===== src/rtl/u8d_pkg.sv =====
package u8d_pkg;

  localparam int unsigned FIFO_DEPTH = 2;

  localparam logic [7:0] ASCII_MASK = 8'h80;
  localparam logic [7:0] LEAD2_MASK = 8'hE0;
  localparam logic [7:0] LEAD2_TAG  = 8'hC0;
  localparam logic [7:0] LEAD3_MASK = 8'hF0;
  localparam logic [7:0] LEAD3_TAG  = 8'hE0;
  localparam logic [7:0] CONT_MASK  = 8'hC0;
  localparam logic [7:0] CONT_TAG   = 8'h80;
  localparam logic [7:0] LEAD2_BITS = 8'h1F;
  localparam logic [7:0] LEAD3_BITS = 8'h0F;
  localparam logic [7:0] CONT_BITS  = 8'h3F;

  typedef enum logic [2:0] {
    CLS_ZERO,
    CLS_ASCII,
    CLS_LEAD2,
    CLS_LEAD3,
    CLS_CONT,
    CLS_BAD
  } u8d_class_e;

  typedef struct packed {
    u8d_class_e  cls;
    logic [7:0]  data;
  } u8d_entry_t;

endpackage


===== src/rtl/u8d_if.sv =====
interface u8d_byte_if;
  logic       valid;
  logic       ready;
  logic [7:0] in_byte;

  modport source (output valid, output in_byte, input ready);
  modport sink   (input valid, input in_byte, output ready);
endinterface

interface u8d_cp_if;
  logic        valid;
  logic        ready;
  logic [15:0] code_point;
  logic        end_of_string;
  logic        bad_sequence;

  modport source (output valid, output code_point, output end_of_string,
                  output bad_sequence, input ready);
  modport sink   (input valid, input code_point, input end_of_string,
                  input bad_sequence, output ready);
endinterface


===== src/rtl/u8d_front.sv =====
module u8d_front
  import u8d_pkg::*;
(
  u8d_byte_if.sink   in_i,
  input  logic       full_i,
  output logic       push_o,
  output u8d_entry_t entry_o
);

  logic [7:0] b;

  assign b            = in_i.in_byte;
  assign in_i.ready   = !full_i;
  assign push_o       = in_i.valid && !full_i;

  always_comb begin
    entry_o.data = b;
    priority if (b == 8'h00) begin
      entry_o.cls = CLS_ZERO;
    end else if ((b & ASCII_MASK) == 8'h00) begin
      entry_o.cls = CLS_ASCII;
    end else if ((b & CONT_MASK) == CONT_TAG) begin
      entry_o.cls = CLS_CONT;
    end else if ((b & LEAD2_MASK) == LEAD2_TAG) begin
      entry_o.cls = CLS_LEAD2;
    end else if ((b & LEAD3_MASK) == LEAD3_TAG) begin
      entry_o.cls = CLS_LEAD3;
    end else begin
      entry_o.cls = CLS_BAD;
    end
  end

endmodule


===== src/rtl/u8d_fifo.sv =====
module u8d_fifo
  import u8d_pkg::*;
#(
  parameter int unsigned Depth = FIFO_DEPTH
) (
  input  logic       clk_i,
  input  logic       rst_ni,
  input  logic       push_i,
  input  u8d_entry_t entry_i,
  output logic       full_o,
  input  logic       pop_i,
  output logic       empty_o,
  output u8d_entry_t entry_o
);

  localparam int unsigned PtrW = $clog2(Depth);
  localparam int unsigned CntW = $clog2(Depth + 1);

  u8d_entry_t            mem_q [Depth];
  logic [PtrW-1:0]       wr_ptr_q, wr_ptr_d;
  logic [PtrW-1:0]       rd_ptr_q, rd_ptr_d;
  logic [CntW-1:0]       cnt_q, cnt_d;

  assign full_o  = (cnt_q == CntW'(Depth));
  assign empty_o = (cnt_q == '0);
  assign entry_o = mem_q[rd_ptr_q];

  always_comb begin
    wr_ptr_d = wr_ptr_q;
    rd_ptr_d = rd_ptr_q;
    cnt_d    = cnt_q;
    if (push_i) begin
      wr_ptr_d = (wr_ptr_q == PtrW'(Depth - 1)) ? '0 : wr_ptr_q + 1'b1;
    end
    if (pop_i) begin
      rd_ptr_d = (rd_ptr_q == PtrW'(Depth - 1)) ? '0 : rd_ptr_q + 1'b1;
    end
    if (push_i && !pop_i) begin
      cnt_d = cnt_q + 1'b1;
    end else if (pop_i && !push_i) begin
      cnt_d = cnt_q - 1'b1;
    end
  end

  always_ff @(posedge clk_i or negedge rst_ni) begin
    if (!rst_ni) begin
      wr_ptr_q <= '0;
      rd_ptr_q <= '0;
      cnt_q    <= '0;
    end else begin
      wr_ptr_q <= wr_ptr_d;
      rd_ptr_q <= rd_ptr_d;
      cnt_q    <= cnt_d;
    end
  end

  always_ff @(posedge clk_i) begin
    if (push_i) begin
      mem_q[wr_ptr_q] <= entry_i;
    end
  end

`ifndef SYNTH
  a_no_overflow: assert property (@(posedge clk_i) disable iff (!rst_ni)
    push_i |-> !full_o) else $error("queue push while full");

  a_no_underflow: assert property (@(posedge clk_i) disable iff (!rst_ni)
    pop_i |-> !empty_o) else $error("queue pop while empty");

  a_cnt_range: assert property (@(posedge clk_i) disable iff (!rst_ni)
    cnt_q <= CntW'(Depth)) else $error("queue count out of range");
`endif

endmodule


===== src/rtl/u8d_back.sv =====
module u8d_back
  import u8d_pkg::*;
(
  input  logic       clk_i,
  input  logic       rst_ni,
  input  logic       empty_i,
  input  u8d_entry_t entry_i,
  output logic       pop_o,
  u8d_cp_if.source   out_o
);

  logic [1:0]  rem_q, rem_d;
  logic [15:0] part_q, part_d;
  logic        disc_q, disc_d;
  logic        vld_q, vld_d;
  logic [15:0] cp_q;
  logic        eos_q;
  logic        bad_q;

  logic        emit;
  logic [15:0] res_cp;
  logic        res_eos;
  logic        res_bad;
  logic [7:0]  b;

  assign b     = entry_i.data;
  assign pop_o = !empty_i && (!vld_q || out_o.ready);

  always_comb begin
    rem_d   = rem_q;
    part_d  = part_q;
    disc_d  = disc_q;
    emit    = 1'b0;
    res_cp  = '0;
    res_eos = 1'b0;
    res_bad = 1'b0;
    if (pop_o) begin
      if (disc_q) begin
        if (entry_i.cls == CLS_ZERO) begin
          disc_d = 1'b0;
        end
      end else if (rem_q == 2'd0) begin
        unique case (entry_i.cls)
          CLS_ZERO: begin
            emit    = 1'b1;
            res_eos = 1'b1;
          end
          CLS_ASCII: begin
            emit   = 1'b1;
            res_cp = 16'(b);
          end
          CLS_LEAD2: begin
            part_d = 16'(b & LEAD2_BITS) << 6;
            rem_d  = 2'd1;
          end
          CLS_LEAD3: begin
            part_d = 16'(b & LEAD3_BITS) << 12;
            rem_d  = 2'd2;
          end
          default: begin
            disc_d  = 1'b1;
            emit    = 1'b1;
            res_eos = 1'b1;
            res_bad = 1'b1;
          end
        endcase
      end else begin
        priority if (entry_i.cls == CLS_ZERO) begin
          rem_d   = 2'd0;
          part_d  = '0;
          emit    = 1'b1;
          res_eos = 1'b1;
          res_bad = 1'b1;
        end else if (entry_i.cls != CLS_CONT) begin
          rem_d   = 2'd0;
          part_d  = '0;
          disc_d  = 1'b1;
          emit    = 1'b1;
          res_eos = 1'b1;
          res_bad = 1'b1;
        end else if (rem_q >= 2'd2) begin
          part_d = part_q | (16'(b & CONT_BITS) << 6);
          rem_d  = 2'd1;
        end else begin
          emit   = 1'b1;
          res_cp = part_q | 16'(b & CONT_BITS);
          rem_d  = 2'd0;
          part_d = '0;
        end
      end
    end
  end

  always_comb begin
    vld_d = vld_q;
    if (pop_o && emit) begin
      vld_d = 1'b1;
    end else if (out_o.ready) begin
      vld_d = 1'b0;
    end
  end

  always_ff @(posedge clk_i or negedge rst_ni) begin
    if (!rst_ni) begin
      rem_q  <= '0;
      part_q <= '0;
      disc_q <= 1'b0;
      vld_q  <= 1'b0;
    end else begin
      rem_q  <= rem_d;
      part_q <= part_d;
      disc_q <= disc_d;
      vld_q  <= vld_d;
    end
  end

  always_ff @(posedge clk_i) begin
    if (pop_o && emit) begin
      cp_q  <= res_cp;
      eos_q <= res_eos;
      bad_q <= res_bad;
    end
  end

  assign out_o.valid         = vld_q;
  assign out_o.code_point    = cp_q;
  assign out_o.end_of_string = eos_q;
  assign out_o.bad_sequence  = bad_q;

`ifndef SYNTH
  a_rem_range: assert property (@(posedge clk_i) disable iff (!rst_ni)
    rem_q != 2'd3) else $error("remaining count reached three");

  a_disc_idle: assert property (@(posedge clk_i) disable iff (!rst_ni)
    disc_q |-> (rem_q == 2'd0)) else $error("discarding inside a sequence");

  a_bad_ends: assert property (@(posedge clk_i) disable iff (!rst_ni)
    (vld_q && bad_q) |-> (eos_q && cp_q == '0)) else $error("error beat malformed");
`endif

endmodule


===== src/rtl/utf8_to_codepoint_decoder_top.sv =====
// channel | dir | payload                                   | handshake
// in_i    | in  | in_byte[7:0]                              | valid/ready
// out_o   | out | code_point[15:0], end_of_string, bad_sequence | valid/ready
//
// One byte per cycle sustained while out_o is ready; a result's last byte
// passes the queue, then the output register. The rate is set by the decode
// step in the back end. Reset clears the decode state, the queue pointers and
// count and out_o.valid; no sweep. A two-entry queue plus the output register
// absorb output stalls; in_i.ready drops only when the queue is full.
module utf8_to_codepoint_decoder_top
  import u8d_pkg::*;
#(
  parameter int unsigned FifoDepth = FIFO_DEPTH
) (
  input  logic     clk_i,
  input  logic     rst_ni,
  u8d_byte_if.sink in_i,
  u8d_cp_if.source out_o
);

  logic       push;
  logic       full;
  logic       pop;
  logic       empty;
  u8d_entry_t wr_entry;
  u8d_entry_t rd_entry;

  u8d_front u_front (
    .in_i    (in_i),
    .full_i  (full),
    .push_o  (push),
    .entry_o (wr_entry)
  );

  u8d_fifo #(
    .Depth (FifoDepth)
  ) u_fifo (
    .clk_i   (clk_i),
    .rst_ni  (rst_ni),
    .push_i  (push),
    .entry_i (wr_entry),
    .full_o  (full),
    .pop_i   (pop),
    .empty_o (empty),
    .entry_o (rd_entry)
  );

  u8d_back u_back (
    .clk_i   (clk_i),
    .rst_ni  (rst_ni),
    .empty_i (empty),
    .entry_i (rd_entry),
    .pop_o   (pop),
    .out_o   (out_o)
  );

endmodule

===== src/flat_wrapper.sv =====
// flat-port wrapper written by rule: the top's interface ports become plain ports
module utf8_to_codepoint_decoder_top_flat import u8d_pkg::*;
#(
  parameter int unsigned FifoDepth = FIFO_DEPTH
)
  (clk_i, rst_ni, in_i_valid, in_i_in_byte, in_i_ready, out_o_valid, out_o_code_point, out_o_end_of_string, out_o_bad_sequence, out_o_ready);
  u8d_byte_if in_i_i ();
  u8d_cp_if out_o_i ();
  input  logic clk_i;
  input  logic rst_ni;
  input wire logic [$bits(in_i_i.valid)-1:0] in_i_valid;
  input wire logic [$bits(in_i_i.in_byte)-1:0] in_i_in_byte;
  output wire logic [$bits(in_i_i.ready)-1:0] in_i_ready;
  output wire logic [$bits(out_o_i.valid)-1:0] out_o_valid;
  output wire logic [$bits(out_o_i.code_point)-1:0] out_o_code_point;
  output wire logic [$bits(out_o_i.end_of_string)-1:0] out_o_end_of_string;
  output wire logic [$bits(out_o_i.bad_sequence)-1:0] out_o_bad_sequence;
  input wire logic [$bits(out_o_i.ready)-1:0] out_o_ready;
  assign in_i_i.valid = in_i_valid;
  assign in_i_i.in_byte = in_i_in_byte;
  assign in_i_ready = in_i_i.ready;
  assign out_o_valid = out_o_i.valid;
  assign out_o_code_point = out_o_i.code_point;
  assign out_o_end_of_string = out_o_i.end_of_string;
  assign out_o_bad_sequence = out_o_i.bad_sequence;
  assign out_o_i.ready = out_o_ready;
  utf8_to_codepoint_decoder_top #(.FifoDepth(FifoDepth)) u_core (.clk_i(clk_i), .rst_ni(rst_ni), .in_i(in_i_i), .out_o(out_o_i));
endmodule

===== config.mk =====
export PLATFORM = sky130hd
export DESIGN_NAME = utf8_to_codepoint_decoder_top_flat
export DESIGN_NICKNAME = d
export VERILOG_FILES = /design/src/rtl/u8d_pkg.sv /design/src/rtl/u8d_if.sv /design/src/rtl/u8d_front.sv /design/src/rtl/u8d_fifo.sv /design/src/rtl/u8d_back.sv /design/src/rtl/utf8_to_codepoint_decoder_top.sv /design/src/flat_wrapper.sv
export SDC_FILE = /design/constraint.sdc
export NUM_CORES = 1
export LEC_CHECK = 0
export BUFFER_PORTS_ARGS = -buffer_cell sky130_fd_sc_hd__clkbuf_2
export CORE_UTILIZATION = 44
export CTS_CLUSTER_DIAMETER = 150
export DETAILED_ROUTE_END_ITERATION = 16
export GPL_TIMING_DRIVEN = 0
export PLACE_DENSITY = 0.66
export SYNTH_ARGS = -nofsm -noshare
export SYNTH_HDL_FRONTEND = slang
export SYNTH_SLANG_ARGS = --single-unit

===== constraint.sdc =====
create_clock -name clk_i -period 2 [get_ports clk_i]
set_input_delay 0.4 -clock clk_i [delete_from_list [all_inputs] [get_ports clk_i]]
set_output_delay 0.4 -clock clk_i [all_outputs]
set_load 0.1 [all_outputs]

# [Word level (Yosys, flattened, before mapping)]
# Memories as Yosys holds them, arrays and structs flattened.
# Index checks and enable logic that the tools add are counted.
[totals] reg_bits=42 mem_bits_rw=22 input_bits=12 wordCells=97 memories=1
[op_classes] add_sub_neg=4 magnitude_cmp=1 eq_ne=9 muxes=45 n_bitwise=4 reduce_logical=23
[memory_table] memory="u_core.u_fifo.mem_q" words=2 word_bits=11 rd=1 rd_clocked_by_memory_dff=0 wr=1 line="u8d_fifo.sv:19" text="u8d_entry_t mem_q [Depth];"
[op_table] op="two-way mux 16 bit" n=8
[op_table] op="one-hot mux 16 bit (2 select lines)" n=1
[op_table] op="two-way mux 1 bit" n=26
[op_table] op="zero test 8 bit" n=2
[op_table] op="OR 16 x 12 -> 16 bit" n=1
[op_table] op="OR 16 x 6 -> 16 bit" n=1
[op_table] op="two-way mux 3 bit" n=5
[op_table] op="two-way mux 8 bit" n=1
[op_table] op="equality test 3 x 2 -> 1 bit, second input constant" n=2
[op_table] op="two-way mux 2 bit" n=3
[op_table] op="logical AND 1 bit" n=5
[op_table] op="zero test 1 bit" n=5
[op_table] op="equality test 2 bit, second input constant" n=2
[op_table] op="equality test 4 bit, second input constant" n=1
[op_table] op="zero test 2 bit" n=2
[op_table] op="one-hot mux 2 bit (2 select lines)" n=1
[op_table] op="nonzero test 2 bit" n=2
[op_table] op="OR reduction 2 bit" n=2
[op_table] op="OR reduction 4 bit" n=1
[op_table] op="equality test 3 x 1 -> 1 bit, second input constant" n=1
[op_table] op="equality test 3 bit, second input constant" n=1
[op_table] op="zero test 3 bit" n=1
[op_table] op="!= test 3 x 1 -> 1 bit, second input constant" n=1
[op_table] op="!= test 3 bit, second input constant" n=1
[op_table] op="other kinds (8)" n=10

# [Longest topological paths before layout]
# Gate-level depths: netlist (run 1).
[logic_depth] depth_word=9 mapped_depth=7 mapped_depth_nobuf=7

# [By module]
# Synthesis (run 1) repeated with hierarchy kept, for this count alone.
[hier_totals] cells_unflattened=167 hier_area_um2=2532.4
[modules_own_cells] mod="u8d_back" instances=1 cells_per_inst=100 area_per_inst_um2=1397.6 seq_area_each_um2=890.9
[modules_own_cells] mod="u8d_fifo" instances=1 cells_per_inst=50 area_per_inst_um2=1018.5 seq_area_each_um2=760.7
[modules_own_cells] mod="u8d_front" instances=1 cells_per_inst=17 area_per_inst_um2=116.4 seq_area_each_um2=0.0

# [Worst setup path after synthesis (run 1)]
# No wires, ideal clock.
[synth_path] path_type="flip-flop to flip-flop" start="register u_core.u_back.vld_q (netlist: u_core.u_back.out_o.valid)" end="register u_core.u_back.bad_q (netlist: u_core.u_back.out_o.bad_sequence), enable pin" setup_time_ps=376 arrival_ps=1996 required_ps=1624 setup_slack_ps=-372 stages_incl_launch_ff=5 n_path_buf=1 period_less_slack_ps=2372 path_cell_list="dfrtp_1 -> nor2b_1 -> nor3_1 -> clkbuf_1 -> and3_1"
[synth_between] elab_chain_len=5
[synth_lines] element="start: declaration" line="u8d_back.sv:15" text="logic vld_q, vld_d;"
[synth_lines] element="start signal: assignment" line="u8d_back.sv:113" text="vld_q <= vld_d;"
[synth_lines] element="zero test 1 bit (*)" line="u8d_back.sv:27" text="assign pop_o = !empty_i && (!vld_q || out_o.ready);"
[synth_lines] element="logical OR 1 bit (*)" line="u8d_back.sv:27"
[synth_lines] element="logical AND 1 bit (*)" line="u8d_back.sv:27"
[synth_lines] element="two-way mux 1 bit" line="u8d_back.sv:37" text="if (pop_o) begin"
[synth_lines] element="logical AND 1 bit (*)" line="u8d_back.sv:118" text="if (pop_o && emit) begin"
[synth_lines] element="end signal: assignment" line="u8d_back.sv:121" text="bad_q <= res_bad;"
[synth_lines] element="end: declaration" line="u8d_back.sv:18" text="logic bad_q;"
# Every way passes the cells marked *; elsewhere a longest branch is shown, timed or not.
# A chain may end at the register's enable or synchronous reset.

# [Worst setup path in the final report (run 1)]
[layout_path] start="memory u_core.u_fifo.mem_q[0][8] in the netlist's numbering" end="register u_core.u_back.cp_q[7] (netlist: u_core.u_back.out_o.code_point[7]) (data pin)"
[layout_between] elab_chain_len=5 word_cells_on_any_way=8
[layout_lines] element="start: declaration" line="u8d_fifo.sv:19"
[layout_lines] element="memory read (2 x 11 bit) (*)"
[layout_lines] element="!= test 3 bit" line="u8d_back.sv:74" text="end else if (entry_i.cls != CLS_CONT) begin"
[layout_lines] element="two-way mux 16 bit" line="u8d_back.sv:74"
[layout_lines] element="two-way mux 16 bit" line="u8d_back.sv:68" text="priority if (entry_i.cls == CLS_ZERO) begin"
[layout_lines] element="two-way mux 16 bit (*)" line="u8d_back.sv:42" text="end else if (rem_q == 2'd0) begin"
[layout_lines] element="end signal: assignment" line="u8d_back.sv:119" text="cp_q <= res_cp;"
[layout_lines] element="end: declaration" line="u8d_back.sv:16" text="logic [15:0] cp_q;"
# Marks and branches as above.

==> results of run 1 <==
## layer usage
layer / track usage (%) / vias up / part of all wire, %
li1: - / 719 / -
met1: 20.6 / 726 / 45
met2: 26.6 / 38 / 48
met3: 6.39 / 8 / 4.9
met4: 8.08 / 0 / 1.6
met5: 0 / - / 0
## registers in the layout, indices dropped and copies added, names as in the netlist
register and cells:
u_core.u_back.disc_q 1, u_core.u_back.out_o.valid 1, u_core.u_fifo.mem_q 22, u_core.u_back.out_o.end_of_string 1
u_core.u_back.rem_q 2, u_core.u_fifo.wr_ptr_q 1, u_core.u_back.out_o.bad_sequence 1, u_core.u_back.out_o.code_point 16
u_core.u_back.part_q 10, u_core.u_fifo.rd_ptr_q 1, u_core.u_fifo.cnt_q 2
## area by class of cell
| type | instances | area (um2) |
|---|---|---|
| buffer | 5 | 30.0 |
| clock buffer | 10 | 138 |
| clock inverter | 6 | 56.3 |
| fill | 422 | 2320 |
| inverter | 5 | 18.8 |
| multi-input combinational | 99 | 714 |
| sequential | 58 | 1650 |
| tap | 70 | 87.6 |
| timing repair buffer | 31 | 155 |
## critical path, delay by kind of cell (launching register included)
family	cells	cell delay, ns
AND/OR/NAND/NOR	2	0.79
flip-flops	1	0.43
AO/OA/AOI/OAI	2	0.44
## power by group through the flow
stage	logic, mW	registers (mW)	clock network [mW]
floorplan	0.877	2.42	0
global placement	1.71	1.86	0
detailed placement	1.75	1.88	0
CTS	1.76	1.86	1.06
global route	1.87	1.90	1.12
finish	1.75	1.87	1.04
## synth_stat cells, types with 3 or more instances
master	n
nor2_1	13
and3_1	10
inv_1	5
a21oi_1	3
mux2i_1	9
dfrtp_1	18
nand2b_1	3
nor3_1	5
o21ai_0	4
nand3_1	3
nand2_1	5
edfxtp_1	40
xnor2_1	3
o2bb2ai_1	11
## cells by family after synthesis
kind of cell               count (synthesis)  share of synthesized area (%)
adders and majority gates                  1                          0.520
DFF                                       58                           68.6
muxes                                     10                           4.21
AOI/OAI and AO/OA                         29                           9.88
buffers and inverters                     10                           1.98
and+or+nand+nor                           54                           12.9
xor gates and xnor gates                   5                           1.82
## worst paths after layout
check / endpoint / depth (start not counted) / slack [ns]
worst max-delay path: u_core.u_back.out_o.code_point[7] / 4 / 0.18
min in group clk_i: u_core.u_fifo.mem_q[0][2] / 1 / 0.27
worst max register to register: u_core.u_back.out_o.code_point[7] / 4 / 0.18
max in group asynchronous: u_core.u_back.out_o.valid / 1 / 1.64
worst min-delay path: u_core.u_fifo.cnt_q[0] / 1 / 0.007
worst min register to register: u_core.u_back.part_q[8] / 1 / 0.48
## stage by stage
step	hold WS, ns	setup TNS, ns	cells	power, mW	cell area [um2]
after detailed placement	0.378	-0.836	268	3.63	2650
after global routing	0.0392	0	284	4.89	2850
final	0.00715	0	284	4.66	2850
after floorplan	0.104	0	167	3.29	2410
after global placement	0.361	0	268	3.58	2650
after CTS	0.0157	0	284	4.69	2850
## repair_timing
action,4_1_cts,5_1_grt
pin swaps,0,0
resized for setup,1,2
endpoints found under the setup margin,18,18
==> results.toml, run 1 <==
[run_status]
outcome = "finished, final reports clean"

[logic_synthesis]
ys_types = 43
ys_seq_area_share_pct = 68.6
synth_ff_type = "edfxtp_1"
async_flop_share_pct = 31.0
syn-cell-area_um2 = 2410
yosys.area.top_type_share_pct = 49.9
synthTopCellsByArea = "edfxtp_1 50%, dfrtp_1 19%, o2bb2ai_1 4.0%, mux2i_1 3.7%, and3_1 2.6%"
synth_seq_cells = 58
synth_edf_count = 40
synth_nets = 180
synth_top_area_cell = "edfxtp_1"
syn-instance-count = 167
avgSynthCellArea_um2 = 14.4
synth_warnings = 0

[sta]
hold_viol_final = 0
fin_skew_ns = 0.00677
slew_headroom_pct = 38.4
rsz0062_at_grt = "false"
setup_slack_ns = 0.183
max_freq_ghz = 0.550
setup_viol = 0
slew_viol_final = 0
period_needed_ns = 1.82
final.period_utilization_pct = 90.9
tightest_slew_ns = 0.920

[floorplan]
initial_core_util_pct = 46.5
ioPinCount = 32
fp.dieArea_um2 = 5770
dieWidth_um = 76.0
die_h_um = 76.0
core_um2 = 5170
fp-row-count = 26

[setup_path]
cp_max_fo = 10
cp_slowest_cell = "or4b_4"
reg2reg_from = "u_core.u_fifo.mem_q[0][8]"
max_stage_delay_ns = 0.59
cp-startpoint = "u_core.u_fifo.mem_q[0][8]"
worstPathArrival_ns = 1.99
criticalPathCategory = "reg2reg"
required_ns = 2.18
end_kind = "flip-flop"
cp-start-kind = "flip-flop"
worstPathCellList = "or4b_4, a21oi_4, and2_1, o2bb2ai_1"

[cts]
post-cts-setup-buffers = 0
clock_sinks = 58
path_clk_slew_ns = 0.07
h-tree-depth = 3
insertion_delay_ns = 0.34
ctsHoldBuffers = 0
clock_path_buffers = 2
tritoncts = "done"
cts_made_buffers = 9
root_buffer = "clkbuf_8"

[run]
maxCapViolations = 0

[final_layout]
layout_commonest_cell = "edfxtp_1"
antenna_cells = 0
final_net_count = 222
area_delta_synth_final_pct = 18.6
drive_above_1_share_pct = 29.4
final_util_pct = 55.2
final_cell_mix = "40 x edfxtp_1, 32 x clkbuf_2, 17 x dfrtp_1"

[detailed_routing]
remaining_drc_errors = 0
drtIter0Drc = 86
routed_via_density = 5.25
drt-total-wl_um = 4290
vias = 1491
wl_per_cell_um = 15.1
ant_nets = 0
drt-pass1-iter-count = 4

[power_and_ir_drop]
irDropWorstVdd_mv = 0.659
p_seq_share_pct = 40.0
p_per_area_nw_per_um2 = 1630
comb_power_share_pct = 37.6
swShare_pct = 40.8
internal_power_mw = 2.76
clkPwrFrac_pct = 22.4
power.leakage_nw = 1.15
netSwitchingPower_mw = 1.90

[placement]
io_buffers = 31
dp_slack_ns = -0.0476
dp.final_hpwl_um = 3020
gp_congestion = 0.834

[grt]
grt_max_degree = 19
grt_overflow_total = 0
grt_pass1_vias = 1558
grt_pass1_wl_um = 7360
grt_usage_pct = 16.9
antenna_found_initial = 0

[worst_hold_path]
hold_path_class = "in2async"
Note: power is estimated with default switching activity, not from simulation.
==> inputs of run 2 (changes only) <==
--- a/config.mk
+++ b/config.mk
@@ -5,12 +5,12 @@
 export SDC_FILE = /design/constraint.sdc
 export NUM_CORES = 1
 export LEC_CHECK = 0
+export ABC_AREA = 1
 export BUFFER_PORTS_ARGS = -buffer_cell sky130_fd_sc_hd__clkbuf_2
 export CORE_UTILIZATION = 44
 export CTS_CLUSTER_DIAMETER = 150
 export DETAILED_ROUTE_END_ITERATION = 16
 export GPL_TIMING_DRIVEN = 0
-export PLACE_DENSITY = 0.66
 export SYNTH_ARGS = -nofsm -noshare
 export SYNTH_HDL_FRONTEND = slang
 export SYNTH_SLANG_ARGS = --single-unit
==> constraint.sdc (replaced) <==
create_clock -name clk_i -period 1.9 [get_ports clk_i]
set_input_delay 0.38 -clock clk_i [delete_from_list [all_inputs] [get_ports clk_i]]
set_output_delay 0.38 -clock clk_i [all_outputs]
set_load 0.1 [all_outputs]
==> run 2 against run 1 <==
The run now ends with hold timing left. Sequential share of layout area shrank 7.0 points. Setup slack improved by 0.0010 ns. Sequential cell count did not move. Largest power group is now combinational cells.
==> results.toml, run 2 <==
[cts]
tritoncts = "done"
post-cts-setup-buffers = 2
root_buffer = "clkbuf_8"
insertion_delay_ns = 0.34
cts_made_buffers = 9
clock_sinks = 58
path_clk_slew_ns = 0.06
clock_path_buffers = 2
ctsHoldBuffers = 0
h-tree-depth = 3
post_cts_resized = 0

[logic_synthesis]
avgSynthCellArea_um2 = 10.2
synth_seq_cells = 58
synth_top_family_by_area = "simple AND/OR/NAND/NOR gates"
synth_commonest_cells = "90 x nand2_1, 40 x edfxtp_1, 32 x inv_1, 19 x nand3_1, 18 x dfrtp_1"
synth.most_common_cell = "nand2_1"
syn-instance-count = 271
synth_xor_area_share_pct = 0.953
muxShareOfSynthArea_pct = 0
synth_top_area_cell = "edfxtp_1"
synth_nets = 284
yosys.area_share.simple_pct = 27.2
ys_types = 25
synth_ff_type = "edfxtp_1"
synth_warnings = 0
synth_compound_area_share_pct = 5.04
yosys.area.top_type_share_pct = 43.6
synth_edf_count = 40
syn-cell-area_um2 = 2760
synthTopCellsByArea = "edfxtp_1 44%, dfrtp_1 16%, nand2_1 12%, inv_1 4.4%, nand3_1 3.4%"
synth_fa_ha_area_share_pct = 0.454
async_flop_share_pct = 31.0
ys_seq_area_share_pct = 59.9

[setup_path]
required_ns = 2.00
crit_end = "u_core.u_back.out_o.code_point[8]"
cp-start-kind = "flip-flop"
r2r_slack_ns = 0.18
worstPathArrival_ns = 1.82
r2r_cells = 9
end_kind = "flip-flop"
r2r-end = "u_core.u_back.out_o.code_point[8]"
cp_max_fo = 15
cp-startpoint = "u_core.u_fifo.rd_ptr_q"
criticalPathCategory = "reg2reg"
reg2reg_from = "u_core.u_fifo.rd_ptr_q"

[sta]
period_needed_ns = 1.72
whs_ns = -0.00416
rsz0062_at_grt = "false"
tightest_slew_ns = 0.606
slew_headroom_pct = 59.6
setup_viol = 0
final.period_utilization_pct = 90.3
fin_skew_ns = 0.00653
max_freq_ghz = 0.583
slew_viol_final = 0
hold_viol_final = 5

[floorplan]
ioPinCount = 32
die_h_um = 81.2
fp.dieArea_um2 = 6590
fp-row-count = 28
dieWidth_um = 81.2
core_um2 = 5990
initial_core_util_pct = 46.0

[detailed_routing]
vias = 1854
drt-pass1-iter-count = 4
met1_length_um = 2430
drtIter0Drc = 103
wl_met2_um = 2230
routed_via_density = 4.69
top_layer = "met4"
remaining_drc_errors = 0
wl_per_cell_um = 12.6
wl_met3_um = 211
ant_nets = 0
drt-total-wl_um = 4980

[final_layout]
final_util_pct = 54.2
largest_reg_flops = 22
top_register = "u_core.u_fifo.mem_q"
final_area_um2 = 3250
layout_commonest_cell = "nand2_1"
antenna_cells = 0
final_cell_mix = "89 x nand2_1, 40 x edfxtp_1, 32 x inv_1"
drive_above_1_share_pct = 28.1
final_net_count = 328
area_delta_synth_final_pct = 17.8

[placement]
io_buffers = 31
dp.final_hpwl_um = 3590
gp_congestion = 0.777
placed_cell_area_um2 = 3020

[grt]
grt_pass1_wl_um = 8370
grt_max_degree = 19
grt_usage_pct = 17.9
antenna_found_initial = 0
grt_pass1_vias = 1731
grt_overflow_total = 0

[power_and_ir_drop]
p_per_area_nw_per_um2 = 1850
power.leakage_nw = 1.54
irDropWorstVdd_mv = 0.884

[run_status]
violations = "hold timing"
outcome = "finished with violations"

[worst_hold_path]
hold_path_class = "in2async"

[run]
maxCapViolations = 0
==> run 2: how the worst min path moves through the flow <==
stage / from / endpoint / slack, ns / cells past startpoint
2_1_floorplan: rst_ni / u_core.u_back.disc_q / 0.08 / 0
3_3_place_gp: rst_ni / u_core.u_back.disc_q / 0.38 / 1
3_5_place_dp: rst_ni / u_core.u_back.disc_q / 0.39 / 1
4_1_cts: rst_ni / u_core.u_back.rem_q[1] / 0.03 / 1
5_1_grt: rst_ni / u_core.u_back.disc_q / 0.03 / 1
6_report: rst_ni / u_core.u_back.part_q[7] / -0.004 / 1
==> run 2: per-layer routing <==
| metal | track usage, % | vias to the layer above |
|---|---|---|
| li1 | - | 967 |
| met3 | 4.38 | 11 |
| met5 | 0 | - |
| met1 | 23.4 | 830 |
| met2 | 27.0 | 46 |
| met4 | 10.2 | 0 |
==> run 2: kinds of logic (layout without fill, tap and decap cells) <==
kind of cell	after synthesis	in the layout
flip-flops	58	58
AND/OR/NAND/NOR	148	148
AO/OA/AOI/OAI	22	22
buffers and inverters	39	88
adder cells (fa/ha/maj)	1	1
XOR/XNOR	3	3
==> run 2: power breakdown <==
part / switching [mW] / total (mW) / internal [mW]
combinational: 2.18 / 2.90 / 0.719
clock: 0.462 / 1.14 / 0.676
sequential: 0.156 / 1.95 / 1.80
==> run 2: worst max-delay path: stages (launching register included) <==
cell and delay [ns]:
dfrtp_1 0.44, inv_2 0.14, nand2_1 0.08, nand2_2 0.08, nand2_2 0.10, nor2_8 0.16, nand2_1 0.14, inv_1 0.13
nor2_4 0.06, buf_12 0.14
==> run 2: layout make-up <==
| type | count | area (um2) |
|---|---|---|
| buffer | 4 | 45.0 |
| clock buffer | 14 | 163 |
| clock inverter | 2 | 35.0 |
| fill | 546 | 2740 |
| inverter | 35 | 131 |
| multi-input combinational | 174 | 943 |
| sequential | 58 | 1650 |
| tap | 75 | 93.8 |
| timing repair buffer | 33 | 183 |
==> run 2: stage by stage <==
stage / power [mW] / std cells / worst slack [ns] / TNS [ns]
3_3_place_gp: 4.81 / 377 / -0.0394 / -0.687
6_report: 5.99 / 395 / 0.184 / 0
5_1_grt: 6.38 / 395 / 0.0533 / 0
3_5_place_dp: 4.84 / 377 / -0.0338 / -0.587
4_1_cts: 6.03 / 395 / 0.183 / 0
2_1_floorplan: 4.35 / 271 / 0.0115 / 0
